--- config.mk ---
export PLATFORM = sky130hd
export DESIGN_NAME = decimal_text_number_parser_top
export DESIGN_NICKNAME = d
export VERILOG_FILES = /design/src/rtl/dtnp_pkg.sv /design/src/rtl/decimal_text_number_parser_top.sv /design/src/rtl/dtnp_digit_acc.sv
export SDC_FILE = /design/constraint.sdc
export NUM_CORES = 1
export LEC_CHECK = 0
export BUFFER_PORTS_ARGS = -buffer_cell sky130_fd_sc_hd__clkbuf_2
export CAP_MARGIN = 10
export CORE_MARGIN = 2
export CORE_UTILIZATION = 25
export CTS_CLUSTER_SIZE = 8
export DETAILED_ROUTE_END_ITERATION = 10
export HOLD_SLACK_MARGIN = 0.1
export SYNTH_ARGS = -nofsm -noshare
export SYNTH_HDL_FRONTEND = slang
export SYNTH_SLANG_ARGS = --single-unit
--- constraint.sdc ---
create_clock -name clk -period 5.45 [get_ports clk]
set_input_delay 1.635 -clock clk [delete_from_list [all_inputs] [get_ports clk]]
set_output_delay 1.635 -clock clk [all_outputs]
set_load 0.01 [all_outputs]
--- src/rtl/dtnp_pkg.sv ---
`timescale 1ns / 1ps

package dtnp_pkg;

    // Accumulator width and limit on digits after the point.
    localparam int MANTISSA_BITS       = 32;
    localparam int MAX_FRACTION_DIGITS = 6;

    // Widths of the transaction fields.
    localparam int TEXT_W     = 8;
    localparam int MANT_OUT_W = 32;
    localparam int FRAC_W     = 3;
    localparam int DIGIT_W    = 4;

    // Characters that the parser recognises.
    localparam logic [TEXT_W-1:0] CHAR_NUL   = 8'h00;
    localparam logic [TEXT_W-1:0] CHAR_ZERO  = 8'h30;
    localparam logic [TEXT_W-1:0] CHAR_NINE  = 8'h39;
    localparam logic [TEXT_W-1:0] CHAR_DOT   = 8'h2E;
    localparam logic [TEXT_W-1:0] CHAR_COMMA = 8'h2C;

    // Largest value that the accumulator can hold.
    localparam logic [MANTISSA_BITS-1:0] MANT_MAX = {MANTISSA_BITS{1'b1}};

    // Accumulator together with its saturation flag.
    typedef struct packed {
        logic [MANTISSA_BITS-1:0] acc;
        logic                     sat;
    } acc_state_t;

endpackage

--- src/rtl/decimal_text_number_parser_top.sv ---
`timescale 1ns / 1ps

// Channel  | Handshake              | Payload
// ---------+------------------------+-----------------------------------------------
// input    | in_valid / in_ready    | text_byte[7:0]
// output   | out_valid / out_ready  | mantissa[31:0], fraction_digits[2:0],
//          |                        | digit_seen, overflowed
//
// One byte is taken in every cycle while in_ready is high; a zero byte's result is
// registered in the output register, or in the skid entry if the output is held.
// The digit update (multiply by ten and add) lies within the parse state update.
// Reset clears the parse state and empties the output and skid registers.
// A two-entry output stage lets bytes flow while one result waits; in_ready
// drops only when both entries are full.

module decimal_text_number_parser_top (
    input  logic                                clk,
    input  logic                                rst_n,
    input  logic                                in_valid,
    output logic                                in_ready,
    input  logic [dtnp_pkg::TEXT_W-1:0]         text_byte,
    output logic                                out_valid,
    input  logic                                out_ready,
    output logic [dtnp_pkg::MANT_OUT_W-1:0]     mantissa,
    output logic [dtnp_pkg::FRAC_W-1:0]         fraction_digits,
    output logic                                digit_seen,
    output logic                                overflowed
);
    import dtnp_pkg::*;

    typedef enum logic [1:0] {
        PH_SEEK = 2'd0,
        PH_INT  = 2'd1,
        PH_FRAC = 2'd2,
        PH_DONE = 2'd3
    } phase_t;

    typedef struct packed {
        logic [MANT_OUT_W-1:0] mant;
        logic [FRAC_W-1:0]     frac;
        logic                  seen;
        logic                  ovf;
    } result_t;

    localparam int EXT_W = (MANTISSA_BITS > MANT_OUT_W) ? MANTISSA_BITS : MANT_OUT_W;

    phase_t            phase_reg, phase_next;
    acc_state_t        acc_reg, acc_next;
    logic [FRAC_W-1:0] frac_reg, frac_next;

    result_t out_reg, skid_reg, new_result;
    logic    out_valid_reg, skid_valid_reg;

    logic              accept;
    logic              is_digit;
    logic              is_sep;
    logic              is_end;
    logic [DIGIT_W-1:0] digit;
    acc_state_t        pushed;
    logic [EXT_W-1:0]  acc_ext;
    logic              load_out;

    // Character classification.
    assign accept   = in_valid && in_ready;
    assign is_end   = (text_byte == CHAR_NUL);
    assign is_digit = (text_byte >= CHAR_ZERO) && (text_byte <= CHAR_NINE);
    assign is_sep   = (text_byte == CHAR_DOT) || (text_byte == CHAR_COMMA);
    assign digit    = DIGIT_W'(text_byte - CHAR_ZERO);

    dtnp_digit_acc u_digit_acc (
        .cur   (acc_reg),
        .digit (digit),
        .nxt   (pushed)
    );

    // Result formed from the state before the end-of-line byte.
    assign acc_ext = EXT_W'(acc_reg.acc);
    always_comb
    begin
        new_result.mant = acc_ext[MANT_OUT_W-1:0];
        new_result.frac = frac_reg;
        new_result.seen = (phase_reg != PH_SEEK);
        new_result.ovf  = acc_reg.sat;
    end

    // Parse state update for one byte.
    always_comb
    begin
        phase_next = phase_reg;
        acc_next   = acc_reg;
        frac_next  = frac_reg;
        if (is_end)
        begin
            phase_next = PH_SEEK;
            acc_next   = '0;
            frac_next  = '0;
        end
        else
        begin
            unique case (phase_reg)
                PH_SEEK:
                begin
                    if (is_digit)
                    begin
                        acc_next   = pushed;
                        phase_next = PH_INT;
                    end
                end
                PH_INT:
                begin
                    if (is_digit)
                        acc_next = pushed;
                    else if (is_sep)
                        phase_next = PH_FRAC;
                    else
                        phase_next = PH_DONE;
                end
                PH_FRAC:
                begin
                    if (is_digit)
                    begin
                        if (32'(frac_reg) < MAX_FRACTION_DIGITS)
                        begin
                            acc_next  = pushed;
                            frac_next = frac_reg + FRAC_W'(1);
                        end
                    end
                    else
                    begin
                        phase_next = PH_DONE;
                    end
                end
                default:
                begin
                end
            endcase
        end
    end

    // Parse state registers.
    always_ff @(posedge clk or negedge rst_n)
    begin
        if (!rst_n)
        begin
            phase_reg <= PH_SEEK;
            acc_reg   <= '0;
            frac_reg  <= '0;
        end
        else if (accept)
        begin
            phase_reg <= phase_next;
            acc_reg   <= acc_next;
            frac_reg  <= frac_next;
        end
    end

    // Output register with a skid entry behind it.
    assign load_out = !out_valid_reg || out_ready;

    always_ff @(posedge clk or negedge rst_n)
    begin
        if (!rst_n)
        begin
            out_valid_reg  <= 1'b0;
            skid_valid_reg <= 1'b0;
        end
        else if (load_out)
        begin
            if (skid_valid_reg)
            begin
                out_valid_reg  <= 1'b1;
                skid_valid_reg <= accept && is_end;
            end
            else
            begin
                out_valid_reg <= accept && is_end;
            end
        end
        else if (accept && is_end)
        begin
            skid_valid_reg <= 1'b1;
        end
    end

    always_ff @(posedge clk)
    begin
        if (load_out)
        begin
            if (skid_valid_reg)
            begin
                out_reg  <= skid_reg;
                skid_reg <= new_result;
            end
            else
            begin
                out_reg <= new_result;
            end
        end
        else if (accept && is_end)
        begin
            skid_reg <= new_result;
        end
    end

    assign in_ready        = !skid_valid_reg;
    assign out_valid       = out_valid_reg;
    assign mantissa        = out_reg.mant;
    assign fraction_digits = out_reg.frac;
    assign digit_seen      = out_reg.seen;
    assign overflowed      = out_reg.ovf;

`ifndef NO_ASSERTIONS
    // The skid entry is only ever filled behind a full output register.
    a_skid_behind_out: assert property (@(posedge clk) disable iff (!rst_n)
        skid_valid_reg |-> out_valid_reg)
        else $error("skid entry valid while output register is empty");

    // A line with no digit reports a zero value.
    a_no_digit_zero: assert property (@(posedge clk) disable iff (!rst_n)
        (out_valid && !digit_seen) |->
            (mantissa == '0 && fraction_digits == '0 && !overflowed))
        else $error("result without digits carries a value");

    // A saturated mantissa shows all ones.
    a_sat_all_ones: assert property (@(posedge clk) disable iff (!rst_n)
        (out_valid && overflowed) |-> (mantissa == {MANT_OUT_W{1'b1}}))
        else $error("overflowed result not at maximum");

    // Fraction digit count never passes its limit.
    a_frac_limit: assert property (@(posedge clk) disable iff (!rst_n)
        32'(frac_reg) <= MAX_FRACTION_DIGITS)
        else $error("fraction digit count beyond limit");
`endif

endmodule

--- src/rtl/dtnp_digit_acc.sv ---
`timescale 1ns / 1ps

module dtnp_digit_acc (
    input  dtnp_pkg::acc_state_t             cur,
    input  logic [dtnp_pkg::DIGIT_W-1:0]     digit,
    output dtnp_pkg::acc_state_t             nxt
);
    import dtnp_pkg::*;

    localparam int PROD_W = MANTISSA_BITS + 4;

    logic [PROD_W-1:0] acc_ext;
    logic [PROD_W-1:0] scaled;
    logic              too_big;

    // Multiply by ten as two shifted copies, then add the new digit.
    assign acc_ext = PROD_W'(cur.acc);
    assign scaled  = (acc_ext << 3) + (acc_ext << 1) + PROD_W'(digit);
    assign too_big = (scaled > PROD_W'(MANT_MAX));

    // Once saturated, the accumulator holds at its maximum.
    always_comb
    begin
        if (cur.sat || too_big)
        begin
            nxt.acc = MANT_MAX;
            nxt.sat = 1'b1;
        end
        else
        begin
            nxt.acc = scaled[MANTISSA_BITS-1:0];
            nxt.sat = 1'b0;
        end
    end

endmodule

; Word-level counts from Yosys, hierarchy flattened
; Cells that the tools add are included.
[word_totals]
inputBits = 12
wordCells = 79
out_inout_bits = 39
regBits = 114
[classes]
n_reduce_logical = 22
n_mux = 24
n_lt_le_gt_ge = 4
addsub = 4
n_eq_ne = 11
[op_table]
columns = op, count
row1 = 33-bit two-way mux, 5
row2 = 37-bit two-way mux, 4
row3 = 33-bit case mux with 2 select lines, 1
row4 = 35-bit by 33-bit adder with 36-bit output, 1
row5 = 36-bit by 4-bit adder with 36-bit output, 1
row6 = 36-bit by 32-bit greater-than comparator with 1-bit output (second input constant), 1
row7 = 8-bit by 6-bit equality test with 1-bit output (second input constant), 2
row8 = 3-bit != test (second input constant), 5
row9 = 3-bit two-way mux, 4
row10 = 5-bit AND reduction, 2
row11 = 2-bit nonzero test, 5
row12 = 8-bit by 6-bit >= comparator with 1-bit output (second input constant), 1
row13 = 8-bit by 6-bit <= comparator with 1-bit output (second input constant), 1
row14 = 8-bit logical NOT, 1
row15 = 2-bit two-way mux, 4
row16 = 2-bit case mux with 3 select lines, 1
row17 = 1-bit two-way mux, 5
row18 = 4-bit AND reduction, 1
row19 = 4-bit nonzero test, 1
row20 = 4-bit by 1-bit subtractor with 4-bit output (second input constant), 1
row21 = 3-bit by 1-bit adder with 3-bit output (second input constant), 1
row22 = 1-bit logical AND, 3
row23 = 1-bit logical OR, 3
row24 = 3-bit < comparator (second input constant), 1
row25 = 9 further kinds, 10

; Depth between registers and ports, before layout
[logic_depth]
ltp_word = 9
depth_mapped = 12
mapped_depth_nobuf = 11

; Modules after synthesis
; A second synthesis with hierarchy kept.
[hier_totals]
hier_cells = 701
area_unflattened_um2 = 7191.9
[modules_own_cells]
columns = mod, area_each_um2, cells_per_inst, seq_area_each_um2, n_inst
row1 = decimal_text_number_parser_top, 4640.7, 356, 3223.1, 1
row2 = dtnp_digit_acc, 2551.2, 345, 0.0, 1

; Least setup slack after synthesis
; OpenSTA, ideal clock, no wires.
[synth_path]
kind = input to register
from = input port text_byte[3] (netlist bit)
to = register acc_reg (netlist bit acc_ext[10])
setup_slack_ns = 1.079
n_path_buf = 1
arrival_ns = 4.232
cell_stages = 11
setup_ns = 0.139
required_ns = 5.311
path_cell_list = fa_1 ha_1 a211oi_1 o211ai_2 a211oi_1 or3b_2 a41o_1 o211ai_4 o21ai_4 buf_6 o311ai_1
[synth_via]
elab_chain_cells = 9
word_cells_on_any_way = 19
cone_classes = 2 x add/sub / 3 x order compare / 3 x eq/ne / 6 x mux / 5 x reduce/logical
[synth_lines]
columns = item, line_no
row1 = from (decl), decimal_text_number_parser_top.sv:21  ; input logic [dtnp_pkg::TEXT_W-1:0] text_byte,
row2 = 4-bit by 1-bit subtractor with 4-bit output, decimal_text_number_parser_top.sv:68  ; assign digit = DIGIT_W'(text_byte - CHAR_ZERO);
row3 = 36-bit by 4-bit adder with 36-bit output, dtnp_digit_acc.sv:18  ; assign scaled = (acc_ext << 3) + (acc_ext << 1) + PROD_W'(digit);
row4 = 36-bit by 32-bit greater-than comparator with 1-bit output, dtnp_digit_acc.sv:19  ; assign too_big = (scaled > PROD_W'(MANT_MAX));
row5 = 1-bit logical OR, dtnp_digit_acc.sv:24  ; if (cur.sat || too_big)
row6 = 33-bit two-way mux, dtnp_digit_acc.sv:24
row7 = 33-bit two-way mux, decimal_text_number_parser_top.sv:122  ; if (32'(frac_reg) < MAX_FRACTION_DIGITS)
row8 = 33-bit two-way mux, decimal_text_number_parser_top.sv:120  ; if (is_digit)
row9 = 33-bit case mux with 2 select lines, decimal_text_number_parser_top.sv:100  ; unique case (phase_reg)
row10 = 33-bit two-way mux, decimal_text_number_parser_top.sv:92  ; if (is_end)
row11 = to (signal assigned), decimal_text_number_parser_top.sv:152  ; acc_reg <= acc_next;
row12 = to (decl), decimal_text_number_parser_top.sv:48  ; acc_state_t acc_reg, acc_next;
; Parallel ways exist; a longest one is shown, timed or not. The select of a mux whose other input is x is not followed.
; A chain may end at the register's enable or synchronous reset.

; Worst setup path after layout
[layout_path]
from = input port text_byte[3] (netlist bit)
to = register acc_reg (netlist bit acc_ext[19])
; Same word-level chain as after synthesis.

==> qor.yml <==
drt:
  routed_via_density: 4.90
  antenna_left: 0
  drt_drc_violations_left: 0
  drt-initial-drc-count: 422
  wl_per_cell_um: 15.2
  vias: 4951
  dr.pass1.iters: 5
  routed_wirelength_um: 15400
synth:
  yosysUniqueCellTypes: 58
  synth-compound-area-share_pct: 15.4
  yosys.area_share.simple_pct: 11.4
  synth_nets: 688
  synthXorXnorAreaFrac_pct: 3.88
  synth.largest_area_cell: "edfxtp_1"
  synthAdderAreaFrac_pct: 13.0
  netlist.area_leader.share_pct: 33.0
  synth_top_family_by_area: "compound AO/OA/AOI/OAI gates"
  syn_area_um2: 6740
  ys_seq_elements: 114
  synthCells: 607
  synth_ff_type: "edfxtp_1"
  ys_seq_area_share_pct: 47.8
  ys_top_cells_by_area: "edfxtp_1 (33%), dfrtp_1 (15%), ha_1 (12%)"
  muxShareOfSynthArea_pct: 6.16
  synth-edff-count: 74
  ys_warn_count: 0
  avgSynthCellArea_um2: 11.1
  async_flop_share_pct: 35.1
die:
  dieArea_um2: 28300
  top_level_ports: 51
  initial_core_util_pct: 25.2
  fp.dieH_um: 168
  dieWidth_um: 168
  rows: 60
  core-area_um2: 26700
timing:
  fin_crit_ns: 4.69
  final-setup-viol-count: 0
  tns_ns: 0
  slew_headroom_pct: 30.1
  finClkSkew_ns: 0.0144
  maxClockFrequency_mhz: 213
  grt_setup_unrepaired: "false"
  hold_violations: 0
  final-max-slew-violation-count: 0
  fin_crit_sh_pct: 86.0
  worst_slew_pin_slew_ns: 1.05
global_routing:
  grt_pass1_vias: 4764
  grt_pass1_wl_um: 25300
  antenna_found_initial: 0
  grt_use_total_pct: 11.1
  grt_max_degree: 43
  overflow: 0
worst_setup_path:
  worstSetupPathType: "input port to register"
  regToRegSetupSlack_ns: 1.69
  end_kind: "register"
  critPathMaxFanout: 13
  required_ns: 5.72
  cp.arrival_ns: 4.96
  cp-start-kind: "input port"
clock_tree:
  clk_latency_ns: 0.41
  cts.sinks: 114
  clk_root_buffer_cell: "clkbuf_16"
  cts_resized: 0
  cts_buffers: 17
  clkSlewWorstSetupHoldPaths_ns: 0.06
  htreeDepth: 4
  clockBufferDepth: 2
  tritoncts: "built"
  cts_setup_buffers: 0
  ctsHoldBuffers: 0
finish:
  largest_reg_flops: 37
  final_cell_mix: "nand2_1 (79), edfxtp_1 (74), ha_1 (67)"
  multi_input_comb_area_um2: 3370
  final_nets: 738
  drive_gt1_share_pct: 20.6
  final_common_cell: "nand2_1"
  regArea_um2: 3220
  fillers: 2728
  syn2layout_area_growth_pct: 18.7
  antenna_cells: 0
run:
  maxCapViolations: 0
power:
  power_mw: 4.33
  p_per_area_nw_per_um2: 541
  leakage_nw: 3.44
  peakVddDrop_mv: 0.217
status:
  run_status: "complete, no violations"
placement:
  dpl.hpwl_um: 10900
  place_congestion: 0.883
  portBuffers: 50
min_path:
  hp-class: "register to register"
[final timing paths]
kind,cells past startpoint,endpoint,startpoint
setup / recovery,12,acc_ext[19],text_byte[3]
hold / removal,2,phase_reg[1],phase_reg[1]
setup reg to reg,11,acc_ext[19],acc_ext[0]
hold reg to reg,2,phase_reg[1],phase_reg[1]
max in group asynchronous,1,acc_ext[24],rst_n
min in group asynchronous,1,phase_reg[0],rst_n
[kinds of logic after synthesis]
group | count (synthesis)
and+or+nand+nor | 165
AOI/OAI and AO/OA | 156
DFF | 114
adders and majority gates | 69
buffers and inverters | 37
muxes | 37
xor gates and xnor gates | 29
[synthesized netlist by cell type, drive strengths merged, types with 16 or more instances]
library cell	number
mux2	36
nand2	79
clkbuf	21
dfrtp	40
ha	67
nor2	24
edfxtp	74
xnor2	19
o21ai	40
nand4	18
a21oi	42
nor3	16
[routing by layer]
layer  vias up  track usage [%]  part of all wire [%]
met2       134             18.2                    46
li1       2416                -                     -
met4         0             3.71                   2.0
met3        32             1.97                   3.9
met1      2369             14.9                    48
met5         -                0                     0
[critical path, cell delays in order]
cell and delay [ns]:
clkbuf_2 0.13, fa_1 0.54, fa_1 0.49, a211oi_1 0.27, o21ai_1 0.21, a211oi_1 0.45, nand3_1 0.12, nand4_1 0.14
o211ai_4 0.16, o21ai_4 0.40, buf_4 0.28, o211ai_2 0.09
[area by class of cell]
| class | instances | area share [%] |
|---|---|---|
| multi-input combinational | 456 | 42.1 |
| inverter | 11 | 0.516 |
| tap | 341 | 5.33 |
| clock buffer | 18 | 5.36 |
| clock inverter | 14 | 2.66 |
| sequential | 114 | 40.3 |
| timing repair buffer | 57 | 3.78 |
[metrics by stage]
| stage | worst slack (ns) | instance area, µm² | utilization (%) | hold slack (ns) | cells |
|---|---|---|---|---|---|
| after floorplan | 1.08 | 6740 | - | 0.475 | 607 |
| after global placement | 0.396 | 7360 | 27.5 | 0.497 | 979 |
| after detailed placement | 0.333 | 7360 | 27.5 | 0.512 | 979 |
| after CTS | 0.749 | 8000 | 29.9 | 0.524 | 1011 |
| after global routing | 0.545 | 8000 | 29.9 | 0.551 | 1011 |
| final | 0.760 | 8000 | 29.9 | 0.522 | 1011 |
[report_power, final]
| part | total, mW | switching (mW) | internal [mW] |
|---|---|---|---|
| logic | 1.73 | 1.00 | 0.722 |
| clock network | 1.21 | 0.403 | 0.809 |
| registers | 1.39 | 0.201 | 1.19 |
No activity file was read; power rests on OpenSTA's default activity.
